## src/sv/wsd_pkg.sv

```systemverilog
// types and constants of the websocket frame deframer
// no dependencies; used by the top level and its checker
package wsd_pkg;

    typedef logic [7:0]  t_byte;
    typedef logic [63:0] t_len;
    typedef logic [31:0] t_mask_key;

    // 7-bit length codes that select an extended length field
    localparam logic [6:0] LEN_CODE_16 = 7'h7e;
    localparam logic [6:0] LEN_CODE_64 = 7'h7f;

    // extended length sizes in bytes
    localparam logic [3:0] EXT_BYTES_16 = 4'd2;
    localparam logic [3:0] EXT_BYTES_64 = 4'd8;

    // last byte index of the mask key
    localparam logic [2:0] MASK_LAST_IDX = 3'd3;

    // result kinds
    localparam logic KIND_PAYLOAD = 1'b0;
    localparam logic KIND_EMPTY   = 1'b1;

endpackage

```

## src/sv/websocket_frame_deframer.sv

```systemverilog
// websocket frame deframer, receive side, one stream byte per transaction
// depends on wsd_pkg
//
//  channel | direction | handshake                 | payload
//  --------+-----------+---------------------------+-----------------------------------
//  in      | sink      | i_in_valid / o_in_ready   | i_data_byte
//  out     | source    | o_out_valid / i_out_ready | o_kind o_data_out o_opcode o_fin
//          |           |                           | o_reserved_bits o_was_masked
//          |           |                           | o_payload_length o_last
//
//  one byte per cycle sustained while the output is not stalled; a byte's result
//  goes through the input register, then is parsed into the result register
//  header bytes give no result, except the one that closes a zero-length header
//  reset (i_rst_n low at a clock edge) clears the parser state and both valids
//  an output stall holds the result; the input register still takes one more byte
//  and then o_in_ready drops until the result is taken
module websocket_frame_deframer (
    input  logic           i_clk,
    input  logic           i_rst_n,
    input  logic           i_in_valid,
    output logic           o_in_ready,
    input  wsd_pkg::t_byte i_data_byte,
    output logic           o_out_valid,
    input  logic           i_out_ready,
    output logic           o_kind,
    output wsd_pkg::t_byte o_data_out,
    output logic [3:0]     o_opcode,
    output logic           o_fin,
    output logic [2:0]     o_reserved_bits,
    output logic           o_was_masked,
    output wsd_pkg::t_len  o_payload_length,
    output logic           o_last
);
    import wsd_pkg::*;

    typedef enum logic [2:0] {
        PH_HDR1,
        PH_HDR2,
        PH_EXTLEN,
        PH_MASK,
        PH_PAYLOAD
    } t_phase;

    // input register
    logic       r_in_valid;
    t_byte      r_in_byte;

    // parser state
    t_phase     r_phase,        n_phase;
    logic [2:0] r_field_idx,    n_field_idx;
    logic       r_wide_len,     n_wide_len;
    t_byte      r_first_hdr,    n_first_hdr;
    logic       r_mask_present, n_mask_present;
    t_len       r_frame_len,    n_frame_len;
    t_len       r_bytes_rem,    n_bytes_rem;
    t_mask_key  r_mask_key,     n_mask_key;
    logic [1:0] r_mask_idx,     n_mask_idx;

    // result register
    logic       r_out_valid;
    logic       r_kind,         n_kind;
    t_byte      r_data_out,     n_data_out;
    t_byte      r_first_hdr_o;
    logic       r_masked_o;
    t_len       r_len_o;
    logic       r_last,         n_last;

    logic       emit;
    logic       length_done;
    logic       begin_payload;
    logic       advance;
    logic [3:0] ext_need;
    logic [3:0] ext_count;
    logic [1:0] key_sel;
    t_byte      key_byte;
    logic       pay_last;

    // the parse stage moves whenever the result register is free or drains
    assign advance    = !r_out_valid || i_out_ready;
    assign o_in_ready = !r_in_valid || advance;

    // mask key byte for this payload index, first key byte in the top bits
    assign key_sel  = 2'd3 - r_mask_idx;
    assign key_byte = r_mask_present ? r_mask_key[{key_sel, 3'b000} +: 8] : '0;
    assign pay_last = (r_bytes_rem <= 64'd1);

    assign ext_need  = r_wide_len ? EXT_BYTES_64 : EXT_BYTES_16;
    assign ext_count = {1'b0, r_field_idx} + 4'd1;

    always_comb begin
        n_phase        = r_phase;
        n_field_idx    = r_field_idx;
        n_wide_len     = r_wide_len;
        n_first_hdr    = r_first_hdr;
        n_mask_present = r_mask_present;
        n_frame_len    = r_frame_len;
        n_bytes_rem    = r_bytes_rem;
        n_mask_key     = r_mask_key;
        n_mask_idx     = r_mask_idx;
        n_kind         = KIND_PAYLOAD;
        n_data_out     = '0;
        n_last         = 1'b0;
        emit           = 1'b0;
        length_done    = 1'b0;
        begin_payload  = 1'b0;

        case (r_phase)
            PH_HDR2: begin
                n_mask_present = r_in_byte[7];
                n_mask_key     = '0;
                n_field_idx    = '0;
                if (r_in_byte[6:0] == LEN_CODE_16 || r_in_byte[6:0] == LEN_CODE_64) begin
                    n_wide_len  = (r_in_byte[6:0] == LEN_CODE_64);
                    n_frame_len = '0;
                    n_phase     = PH_EXTLEN;
                end else begin
                    n_wide_len  = 1'b0;
                    n_frame_len = {57'd0, r_in_byte[6:0]};
                    length_done = 1'b1;
                end
            end
            PH_EXTLEN: begin
                // big-endian, shift in one byte per transaction
                n_frame_len = {r_frame_len[55:0], r_in_byte};
                if (ext_count >= ext_need) begin
                    length_done = 1'b1;
                end else begin
                    n_field_idx = ext_count[2:0];
                end
            end
            PH_MASK: begin
                n_mask_key = {r_mask_key[23:0], r_in_byte};
                if (r_field_idx >= MASK_LAST_IDX) begin
                    n_field_idx   = '0;
                    begin_payload = 1'b1;
                end else begin
                    n_field_idx = ext_count[2:0];
                end
            end
            PH_PAYLOAD: begin
                emit       = 1'b1;
                n_kind     = KIND_PAYLOAD;
                n_data_out = r_in_byte ^ key_byte;
                n_last     = pay_last;
                n_mask_idx = r_mask_idx + 2'd1;
                if (pay_last) begin
                    n_bytes_rem = '0;
                    n_phase     = PH_HDR1;
                end else begin
                    n_bytes_rem = r_bytes_rem - 64'd1;
                end
            end
            default: begin
                // first header byte, also taken for unused phase codes
                n_first_hdr = r_in_byte;
                n_field_idx = '0;
                n_phase     = PH_HDR2;
            end
        endcase

        // length field complete: go for the mask key or straight to payload
        if (length_done) begin
            n_field_idx = '0;
            if (n_mask_present) begin
                n_phase = PH_MASK;
            end else begin
                begin_payload = 1'b1;
            end
        end

        // header complete: a zero-length frame reports one empty result
        if (begin_payload) begin
            n_mask_idx = '0;
            if (n_frame_len == '0) begin
                n_bytes_rem = '0;
                n_phase     = PH_HDR1;
                emit        = 1'b1;
                n_kind      = KIND_EMPTY;
                n_data_out  = '0;
                n_last      = 1'b1;
            end else begin
                n_bytes_rem = n_frame_len;
                n_phase     = PH_PAYLOAD;
            end
        end
    end

    always_ff @(posedge i_clk) begin
        if (!i_rst_n) begin
            r_in_valid     <= 1'b0;
            r_out_valid    <= 1'b0;
            r_phase        <= PH_HDR1;
            r_field_idx    <= '0;
            r_wide_len     <= 1'b0;
            r_first_hdr    <= '0;
            r_mask_present <= 1'b0;
            r_frame_len    <= '0;
            r_bytes_rem    <= '0;
            r_mask_key     <= '0;
            r_mask_idx     <= '0;
        end else begin
            // input register
            if (o_in_ready) begin
                r_in_valid <= i_in_valid;
            end
            // parse stage and result register
            if (advance) begin
                r_out_valid <= r_in_valid && emit;
                if (r_in_valid) begin
                    r_phase        <= n_phase;
                    r_field_idx    <= n_field_idx;
                    r_wide_len     <= n_wide_len;
                    r_first_hdr    <= n_first_hdr;
                    r_mask_present <= n_mask_present;
                    r_frame_len    <= n_frame_len;
                    r_bytes_rem    <= n_bytes_rem;
                    r_mask_key     <= n_mask_key;
                    r_mask_idx     <= n_mask_idx;
                end
            end
        end
        // payload registers, no reset
        if (o_in_ready && i_in_valid) begin
            r_in_byte <= i_data_byte;
        end
        if (advance && r_in_valid && emit) begin
            r_kind        <= n_kind;
            r_data_out    <= n_data_out;
            r_first_hdr_o <= n_first_hdr;
            r_masked_o    <= n_mask_present;
            r_len_o       <= n_frame_len;
            r_last        <= n_last;
        end
    end

    assign o_out_valid      = r_out_valid;
    assign o_kind           = r_kind;
    assign o_data_out       = r_data_out;
    assign o_opcode         = r_first_hdr_o[3:0];
    assign o_fin            = r_first_hdr_o[7];
    assign o_reserved_bits  = r_first_hdr_o[6:4];
    assign o_was_masked     = r_masked_o;
    assign o_payload_length = r_len_o;
    assign o_last           = r_last;

endmodule

```

## config.mk

```make
export PLATFORM = sky130hd
export DESIGN_NAME = websocket_frame_deframer
export DESIGN_NICKNAME = d
export VERILOG_FILES = /design/src/sv/wsd_pkg.sv /design/src/sv/websocket_frame_deframer.sv
export SDC_FILE = /design/constraint.sdc
export NUM_CORES = 1
export LEC_CHECK = 0
export BUFFER_PORTS_ARGS = -buffer_cell sky130_fd_sc_hd__buf_2
export CAP_MARGIN = 20
export CORE_UTILIZATION = 30
export DETAILED_ROUTE_END_ITERATION = 7
export HOLD_SLACK_MARGIN = 0.15
export PLACE_DENSITY = 0.46
export SYNTH_ARGS = -nofsm -noshare
export SYNTH_HDL_FRONTEND = slang
export SYNTH_SLANG_ARGS = --single-unit
```

## constraint.sdc

```tcl
create_clock -name i_clk -period 9.7 [get_ports i_clk]
set_input_delay 1.94 -clock i_clk [delete_from_list [all_inputs] [get_ports i_clk]]
set_output_delay 1.94 -clock i_clk [all_outputs]
set_load 0.02 [all_outputs]
```

* Yosys cells after proc, flatten, opt, wreduce, memory -nomap -nowiden *
Index checks and enable logic that the tools add are counted.

operators by class
  $add $sub $neg = 4
  multiply operators = 0
  div/mod/pow operators = 0
  $lt $le $gt $ge = 3
  eq/ne operators = 8
  shifts and indexed selects = 1
  multiplexer cells = 42
  bitwise gates (word level) = 1
  reductions and logical operators = 19

operators with widths
  operator                 number
  $mux W64                 4
  $pmux W64 S2             1
  $le A64 B1 Y1 const B    1
  $logic_not A64 Y1        1
  $pmux W32 S2             1
  $sub A64 B1 Y64 const B  1
  $mux W8                  5
  $shiftx A32 B6 Y8        1
  $mux W3                  9
  $pmux W3 S3              2
  $mux W1                  15
  $eq A7 B7 Y1 const B     2
  $reduce_and A3 Y1        3
  $xor A8 B8 Y8            1
  $mux W7                  1
  $eq A3 B2 Y1 const B     2
  $add A3 B1 Y4 const B    1
  $ge A4 B4 Y1             1
  $logic_and A1 B1 Y1      4
  $mux W2                  2
  $mux W4                  1
  $reduce_and A4 Y1        1
  $reduce_bool A2 Y1       2
  $reduce_or A4 Y1         1
  12 further kinds         15

storage, ports and cells
  bits in registers = 271
  bits in latches = 0
  memory bits (writable) = 0
  ROM bits = 0
  output and inout bits = 85
  memories kept = 0

* Depth between registers and ports, before layout *
Gate-level depths: netlist (run 1).

  depth after elaboration = 8
  mapped depth = 13

* Least setup slack after synthesis (run 1) *
OpenSTA, ideal clock, no wires.

  path kind = flip-flop to flip-flop
  start point = register r_phase[0]
  end point = register r_data_out[0] (netlist: o_data_out[0]), enable pin
  setup time = 0.552 ns
  arrival time = 6.532 ns
  setup slack = 2.616 ns
  cell stages (with the launch flop) = 11
  path buffers = 2
  clock period less this slack = 7.084 ns
  cells stage by stage = dfxtp_1 buf_6 a21o_1 buf_2 a221oi_1 inv_1 or4_1 nor4_1 nand4_1 or3_1 a21oi_1

between the ends
  longest elaborated chain between the ends = 6
  elaborated cells between the ends (all ways) = 15
  classes of those cells = 4 x eq/ne; 9 x mux; 2 x reduce/logical

ends and longest elaborated chain
  element                                       line                             text
  start: declaration                            websocket_frame_deframer.sv:49   t_phase r_phase, n_phase;
  start signal: assignment                      websocket_frame_deframer.sv:210  r_phase <= n_phase;
  $eq A3 B2 Y1 or $eq A3 B1 Y1 (tied branches)  websocket_frame_deframer.sv:107  case (r_phase)
  $pmux W64 S2 *                                websocket_frame_deframer.sv:107
  net n_frame_len[21]                           websocket_frame_deframer.sv:54   t_len r_frame_len, n_frame_len;
  $logic_not A64 Y1 *                           websocket_frame_deframer.sv:174  if (n_frame_len == '0) begin
  $mux W1 *                                     websocket_frame_deframer.sv:174
  $mux W1 *                                     websocket_frame_deframer.sv:172  if (begin_payload) begin
  $logic_and A1 B1 Y1 *                         websocket_frame_deframer.sv:226  if (advance && r_in_valid && emit) begin
  end signal: assignment                        websocket_frame_deframer.sv:228  r_data_out <= n_data_out;
  end: declaration                              websocket_frame_deframer.sv:62   t_byte r_data_out, n_data_out;

The timed path passes the listed nets; every way through them passes the cells marked *.
A chain may end at the register's enable or synchronous reset.

* Worst setup path in the final report (run 1) *
  start point = register r_phase[1]
  end point = register r_len_o[26] (netlist: o_payload_length[26]), enable pin

between the ends
  longest elaborated chain between the ends = 6
  elaborated cells between the ends (all ways) = 15
  classes of those cells = 4 x eq/ne; 9 x mux; 2 x reduce/logical

ends and longest elaborated chain
  element                                       line                             text
  $eq A3 B2 Y1 or $eq A3 B1 Y1 (tied branches)  websocket_frame_deframer.sv:107
  $pmux W64 S2 *                                websocket_frame_deframer.sv:107
  net n_frame_len[23]                           websocket_frame_deframer.sv:54
  $logic_not A64 Y1 *                           websocket_frame_deframer.sv:174
  $mux W1 *                                     websocket_frame_deframer.sv:174
  $mux W1 *                                     websocket_frame_deframer.sv:172
  $logic_and A1 B1 Y1 *                         websocket_frame_deframer.sv:226
  end signal: assignment                        websocket_frame_deframer.sv:231  r_len_o <= n_frame_len;
  end: declaration                              websocket_frame_deframer.sv:65   t_len r_len_o;

Marked as above.

==> results of run 1 <==
==> cell usage in the layout, fill, tap and decap left out, drive strengths merged, types with 56 or more instances in the layout <==
cell / count
buf: 129
inv: 67
nand3: 56
o21ai: 72
nor2: 130
a21oi: 93
dfxtp: 180
a211oi: 68
nand2: 102
edfxtp: 91
==> per-layer routing <==
layer / vias up / GRT usage / share of wire
met5: - / 0 / 0
met4: 0 / 0.0657 / 0.028
met3: 68 / 0.0380 / 0.065
met2: 428 / 0.310 / 0.45
met1: 5879 / 0.289 / 0.46
li1: 5641 / - / -
==> area by class of cell <==
cell class / count / area, µm²
Clock inverter: 10 / 56.3
Fill cell: 4603 / 28700
Multi-Input combinational cell: 1013 / 6440
Tap cell: 592 / 741
Sequential cell: 271 / 6340
Inverter: 66 / 250
Timing Repair Buffer: 130 / 758
Clock buffer: 51 / 988
==> tightest hold or removal path, cell delays in order (launching register included) <==
cell and delay, ns:
dfxtp_1 0.30, nand2_1 0.05, a21oi_1 0.05
==> cells by family after synthesis <==
group / after synthesis
and+or+nand+nor: 579
AOI/OAI and AO/OA: 389
DFF: 271
buffers and inverters: 198
xor gates and xnor gates: 20
muxes: 19
adders and majority gates: 6
==> sequential cells by signal, indices dropped and copies added, names as in the netlist, 2 cells and up <==
signal	flops
r_first_hdr_o	8
r_first_hdr	8
o_payload_length	64
r_mask_key	32
r_mask_idx	2
r_field_idx	3
o_data_out	8
r_phase	3
r_in_byte	8
r_frame_len	64
r_bytes_rem	64
==> synthesized netlist by cell type, types with 36 or more instances <==
library cell,count,share of area
nand3_1,56,0.021
a211oi_1,68,0.038
a21oi_1,93,0.034
nor2b_1,36,0.017
edfxtp_1,91,0.20
nand2_1,102,0.028
nor2_1,130,0.036
nor3_1,52,0.019
inv_1,66,0.018
nor3b_1,40,0.022
o21ai_0,70,0.026
clkbuf_1,101,0.028
dfxtp_1,180,0.27
==> worst paths after layout <==
kind | endpoint | from | slack, ns
max reg2reg | o_payload_length[26] | r_phase[1] | 3.80
min reg2reg | r_mask_key[26] | r_mask_key[26] | 0.45
min | r_mask_key[26] | r_mask_key[26] | 0.45
max | o_payload_length[26] | r_phase[1] | 3.80
==> stage by stage <==
| step | cells | total power [mW] | hold WS, ns |
|---|---|---|---|
| 2_1_floorplan | 1482 | 1.92 | 0.429 |
| 3_3_place_gp | 2070 | 2.16 | 0.435 |
| 4_1_cts | 2132 | 3.39 | 0.451 |
| 6_report | 2133 | 3.36 | 0.445 |
| 3_5_place_dp | 2071 | 2.16 | 0.445 |
| 5_1_grt | 2133 | 3.52 | 0.468 |
==> power by group through the flow <==
stage          registers, mW  clock network (mW)  logic [mW]
3_5_place_dp            1.29                   0       0.864
2_1_floorplan           1.28                   0       0.646
3_3_place_gp            1.29                   0       0.866
5_1_grt                 1.28                1.29       0.957
4_1_cts                 1.27                1.25       0.868
6_report                1.27                1.21       0.875
==> results by group, run 1 <==
Outcome
  – Status: complete, no violations

Placement
  – Worst slack, placed: around 3.8 ns
  – Placed Area: between 0.01 and 0.015 mm²
  – Routability cong.: ~0.86
  – Final HPWL DP: 31600 µm
  – IO Port Bufs: 96

Pwr
  – Max VDD drop: 124 µV
  – Internal power: 2.20 mW
  – Switch Pwr: 1.16 mW
  – Clock share of power: 0.361
  – Pwr dens: 215 mW/mm²
  – Comb power frac: 0.261
  – Part of the power in registers: 0.379
  – LEAKAGE: 5.70 nW
  – Sw frac: 0.344

CTS
  – Clock transition at path regs: around 0.060 ns
  – Bufs on Longest Clock Path: 3
  – H-tree depth: 2
  – Clock latency on the worst-skew pair: around 0.53 ns
  – Post-CTS Setup Inserts: 0
  – Sink Count: 271
  – Post-CTS resize count: 0
  – CTS Buf Count: 34
  – Hold_buf cts: 0
  – TritonCTS clock tree: built
  – Root buffer cell: clkbuf_16

Synth
  – Fraction of synthesized area in multiplexers: 0.0223
  – Syn Nets: approximately 1.5k
  – Total number of yosys warnings: 0
  – Register area share after synthesis: 0.468
  – Cell variety after synth: between 70 and 80
  – Seq cells post-synth: 271
  – EDFF count, synth: 91
  – XOR/XNOR Fraction of Synth Area: 0.0129
  – Main combinational cell family by area after synthesis: simple AND/OR/NAND/NOR gates
  – Complex-gate fraction of the synthesized area: 0.194
  – Post-Synth Adder-Cell Area: 0.00555
  – Syn avg cell area: 9.13 µm²
  – Post-synthesis simple-gate area fraction: 0.237
  – Most common flop cell mapped by yosys: dfxtp_1
  – Mapped cell area: 0.0135 mm²
  – Syn Inst Count: 1482
  – Post-synth ARST share: 0

Routing
  – WL final: approximately 48000 µm
  – DR pass1 iterations: 7
  – Final ANT Viol Nets: 0
  – Vias: ~12k
  – Initial drt markers: 1331
  – Via/cell ratio: 5.63
  – Wire per inst: 22.4 µm
  – DRC: 0

STA
  – Worst-Margin Slew: 1.14 ns
  – Max-slew violations: 0
  – Slew margin rel.: 0.235
  – Skew final: 0.0131 ns
  – RSZ-0062 raised after global routing: false
  – Slack of the critical path: 3.80 ns
  – Minimum clock period: 5.90 ns
  – Fmax: around 0.17 GHz
  – Final setup fails: 0
  – Final worst path period share: 0.608
  – Final TNS setup: 0 ns
  – Final hold vios: 0

Die
  – Initial Util: 0.305
  – Cell Rows: 77
  – Die height: 214 µm
  – Die W: 214 µm
  – Die Area: 0.0460 mm²
  – IO Pins: between 90 and 100
  – Core region area: 0.0443 mm²

Worst setup path
  – Critical path cell sequence: buf_4 > inv_1 > a221o_1 > or4b_1 > nor4_1 > nand4_1 > or3_1 > a21oi_4 > buf_4 > buf_4
  – Crit-path max FO: 88
  – CP arrival: 6.06 ns
  – Critical path's largest stage delay: 0.79 ns
  – CP max-delay cell: buf_4
  – Top delay family on crit path: buffers and inverters
  – CP Data Required Time: 9.86 ns
  – Most used cell, CP: buf_4
  – R2r worst-path depth: 10
  – CP Capture Type: flip-flop
  – CP startpoint kind: flip-flop
  – WS Path Type: flip-flop to flip-flop
  – Levels on crit path: 10
  – Buf+Inv Stages, Crit Path: 4

GRT
  – Overall Global Routing Usage: 0.203
  – Vias in the first global route: 10.9k
  – First-pass GRT wire length: 71600 µm
  – Largest net degree at the start of global routing: 94
  – Overflow after GRT: 0
  – Initial antenna violation count: 1

Final layout
  – Cell area after layout: ~0.016 mm²
  – Diode count: 0
  – Fin util: 0.352
  – Final nets: 1534
  – Fraction of layout cells with a size suffix above 1: 0.149
  – Area Overhead vs Synth: 15.2%

Job
  – Max_cap viols: 0

Worst hold path
  – Worst min path class: flip-flop to flip-flop
  – Worst hold stages: 2
Power figures use the tool's default switching activity.
==> run 2: changes to the inputs <==
==> constraint.sdc (replaced) <==
create_clock -name i_clk -period 5.89 [get_ports i_clk]
set_input_delay 1.178 -clock i_clk [delete_from_list [all_inputs] [get_ports i_clk]]
set_output_delay 1.178 -clock i_clk [all_outputs]
set_load 0.02 [all_outputs]
==> run 2 against run 1 <==
Effect of this change: maximum frequency rose by 15%; routed wire length rose by 2.2%; critical path depth did not move; clock-buffer cell count fell by 8; largest cell class unchanged; highest routed layer unchanged.
==> results by group, run 2 (synthesized netlist as in run 1, its figures left out) <==
Outcome
  – Status: complete, no violations

Worst hold path
  – Worst min path class: flip-flop to flip-flop
  – Hold Path Origin: r_first_hdr[7]
  – Hold EP: r_first_hdr[7]
  – Worst hold stages: 2

Final layout
  – Area Overhead vs Synth: 17.2%
  – Cell area after layout: 0.0159 mm²
  – Fraction of layout cells with a size suffix above 1: 0.166
  – Most frequent cells in the layout: dfxtp_1, nor2_1, nand2_1, buf_2, a21oi_1
  – Final nets: between 1.5k and 2k
  – Most common cell after layout, fill and taps aside: dfxtp_1
  – Diode count: 0
  – Fin util: 0.358
  – Fin cells: 2161

GRT
  – Overflow after GRT: 0
  – Overall Global Routing Usage: 0.209
  – Initial antenna violation count: 0
  – Largest net degree at the start of global routing: 90
  – Vias in the first global route: 11.2k
  – First-pass GRT wire length: 73600 µm

STA
  – Final worst path period share: 0.869
  – Slack of the critical path: around 0.77 ns
  – RSZ-0062 raised after global routing: false
  – Skew final: 0.0256 ns
  – Final setup fails: 0
  – Minimum clock period: 5.12 ns
  – Final hold vios: 0
  – Fmax: 0.195 GHz
  – Worst-Margin Slew: 1.00 ns
  – Hold Slack: 0.451 ns
  – Slew margin rel.: 0.333
  – Max-slew violations: 0
  – Final TNS setup: 0 ns

Worst setup path
  – R2r worst-path depth: 10
  – CP Capture Type: flip-flop
  – CP arrival: 5.35 ns
  – WS Path Type: flip-flop to flip-flop
  – CP startpoint kind: flip-flop
  – Crit-path max FO: 54
  – R2r endpoint: o_payload_length[61]
  – CP Data Required Time: 6.12 ns
  – Critical R2R Launch: r_phase[1]
  – Flop-to-flop setup slack: 0.77 ns

CTS
  – Root buffer cell: clkbuf_16
  – Hold_buf cts: 0
  – Sink Count: ~270
  – Clock transition at path regs: ~0.06 ns
  – Bufs on Longest Clock Path: 3
  – Post-CTS Setup Inserts: 0
  – CTS Buf Count: 34
  – Clock latency on the worst-skew pair: 0.55 ns
  – H-tree depth: 2
  – TritonCTS clock tree: built
  – Post-CTS resize count: 0

Die
  – Die Area: 0.0460 mm²
  – IO Pins: between 90 and 100
  – Die height: 214 µm
  – Die W: about 210 µm
  – Initial Util: 0.305
  – Core region area: between 0.04 and 0.05 mm²
  – Cell Rows: 77

Routing
  – Final ANT Viol Nets: 0
  – Wire per inst: 22.6 µm
  – Initial drt markers: 1142
  – DRC: 0
  – WL final: 48800 µm
  – Vias: 12.1k
  – Via/cell ratio: about 5.6
  – DR pass1 iterations: 6

Placement
  – Worst slack, placed: approximately 0.9 ns
  – Routability cong.: 0.842
  – Placed Area: roughly 0.015 mm²
  – DP Cell Count: 2098
  – Final HPWL DP: between 30000 and 40000 µm
  – IO Port Bufs: 96

Pwr
  – Pwr dens: 355 mW/mm²
  – Total Power: 5.63 mW
  – Max VDD drop: 240 µV
  – LEAKAGE: 5.86 nW

Job
  – Max_cap viols: 0
## run 2: changes by cell type in the layout (fill, tap and decap cells not counted), sizes merged
cell           delta
buf              +28
bufinv            +2
clkdlybuf4s18     -1
clkbuf            -8
clkinv            +7
## run 2: cell type report
class,instances,area (µm²)
Fill cell,4574,28500
Multi-Input combinational cell,1013,6440
Sequential cell,271,6340
Timing Repair Buffer,157,983
Clock buffer,43,926
Tap cell,592,741
Inverter,66,250
Clock inverter,19,169
## run 2: worst max-delay path: stages, from the launching register on
cell and delay (ns):
dfxtp_4 0.63, buf_4 0.54, nor3b_1 0.10, nor4_1 0.40, buf_4 0.21, or4b_1 0.47
nor4_1 0.43, nand4_1 0.38, or3_1 0.55, a21oi_4 0.72, buf_4 0.36
## run 2: where the power goes
part / internal, mW / leakage, nW / switching (mW)
clock: 1.21 / 0.533 / 0.841
sequential: 2.01 / 2.34 / 0.0807
combinational: 0.486 / 2.99 / 1.00
## run 2: routing by layer
metal | global-route usage | wire length, µm
met5 | 0 | 0
met2 | 0.322 | 22200
met4 | 0.0607 | 1250
met1 | 0.297 | 22500
met3 | 0.0355 | 2850
## run 2: worst max-delay path by stage
stage                     from              endpoint  slack, ns  cells after the start
floorplan           r_phase[0]         o_data_out[0]       0.67                     10
global placement    r_phase[1]  o_payload_length[39]       0.99                     10
detailed placement  r_phase[1]  o_payload_length[39]       0.92                     10
CTS                 r_phase[1]  o_payload_length[57]       0.89                     10
global route        r_phase[1]  o_payload_length[57]       0.61                     10
finish              r_phase[1]  o_payload_length[61]       0.77                     10
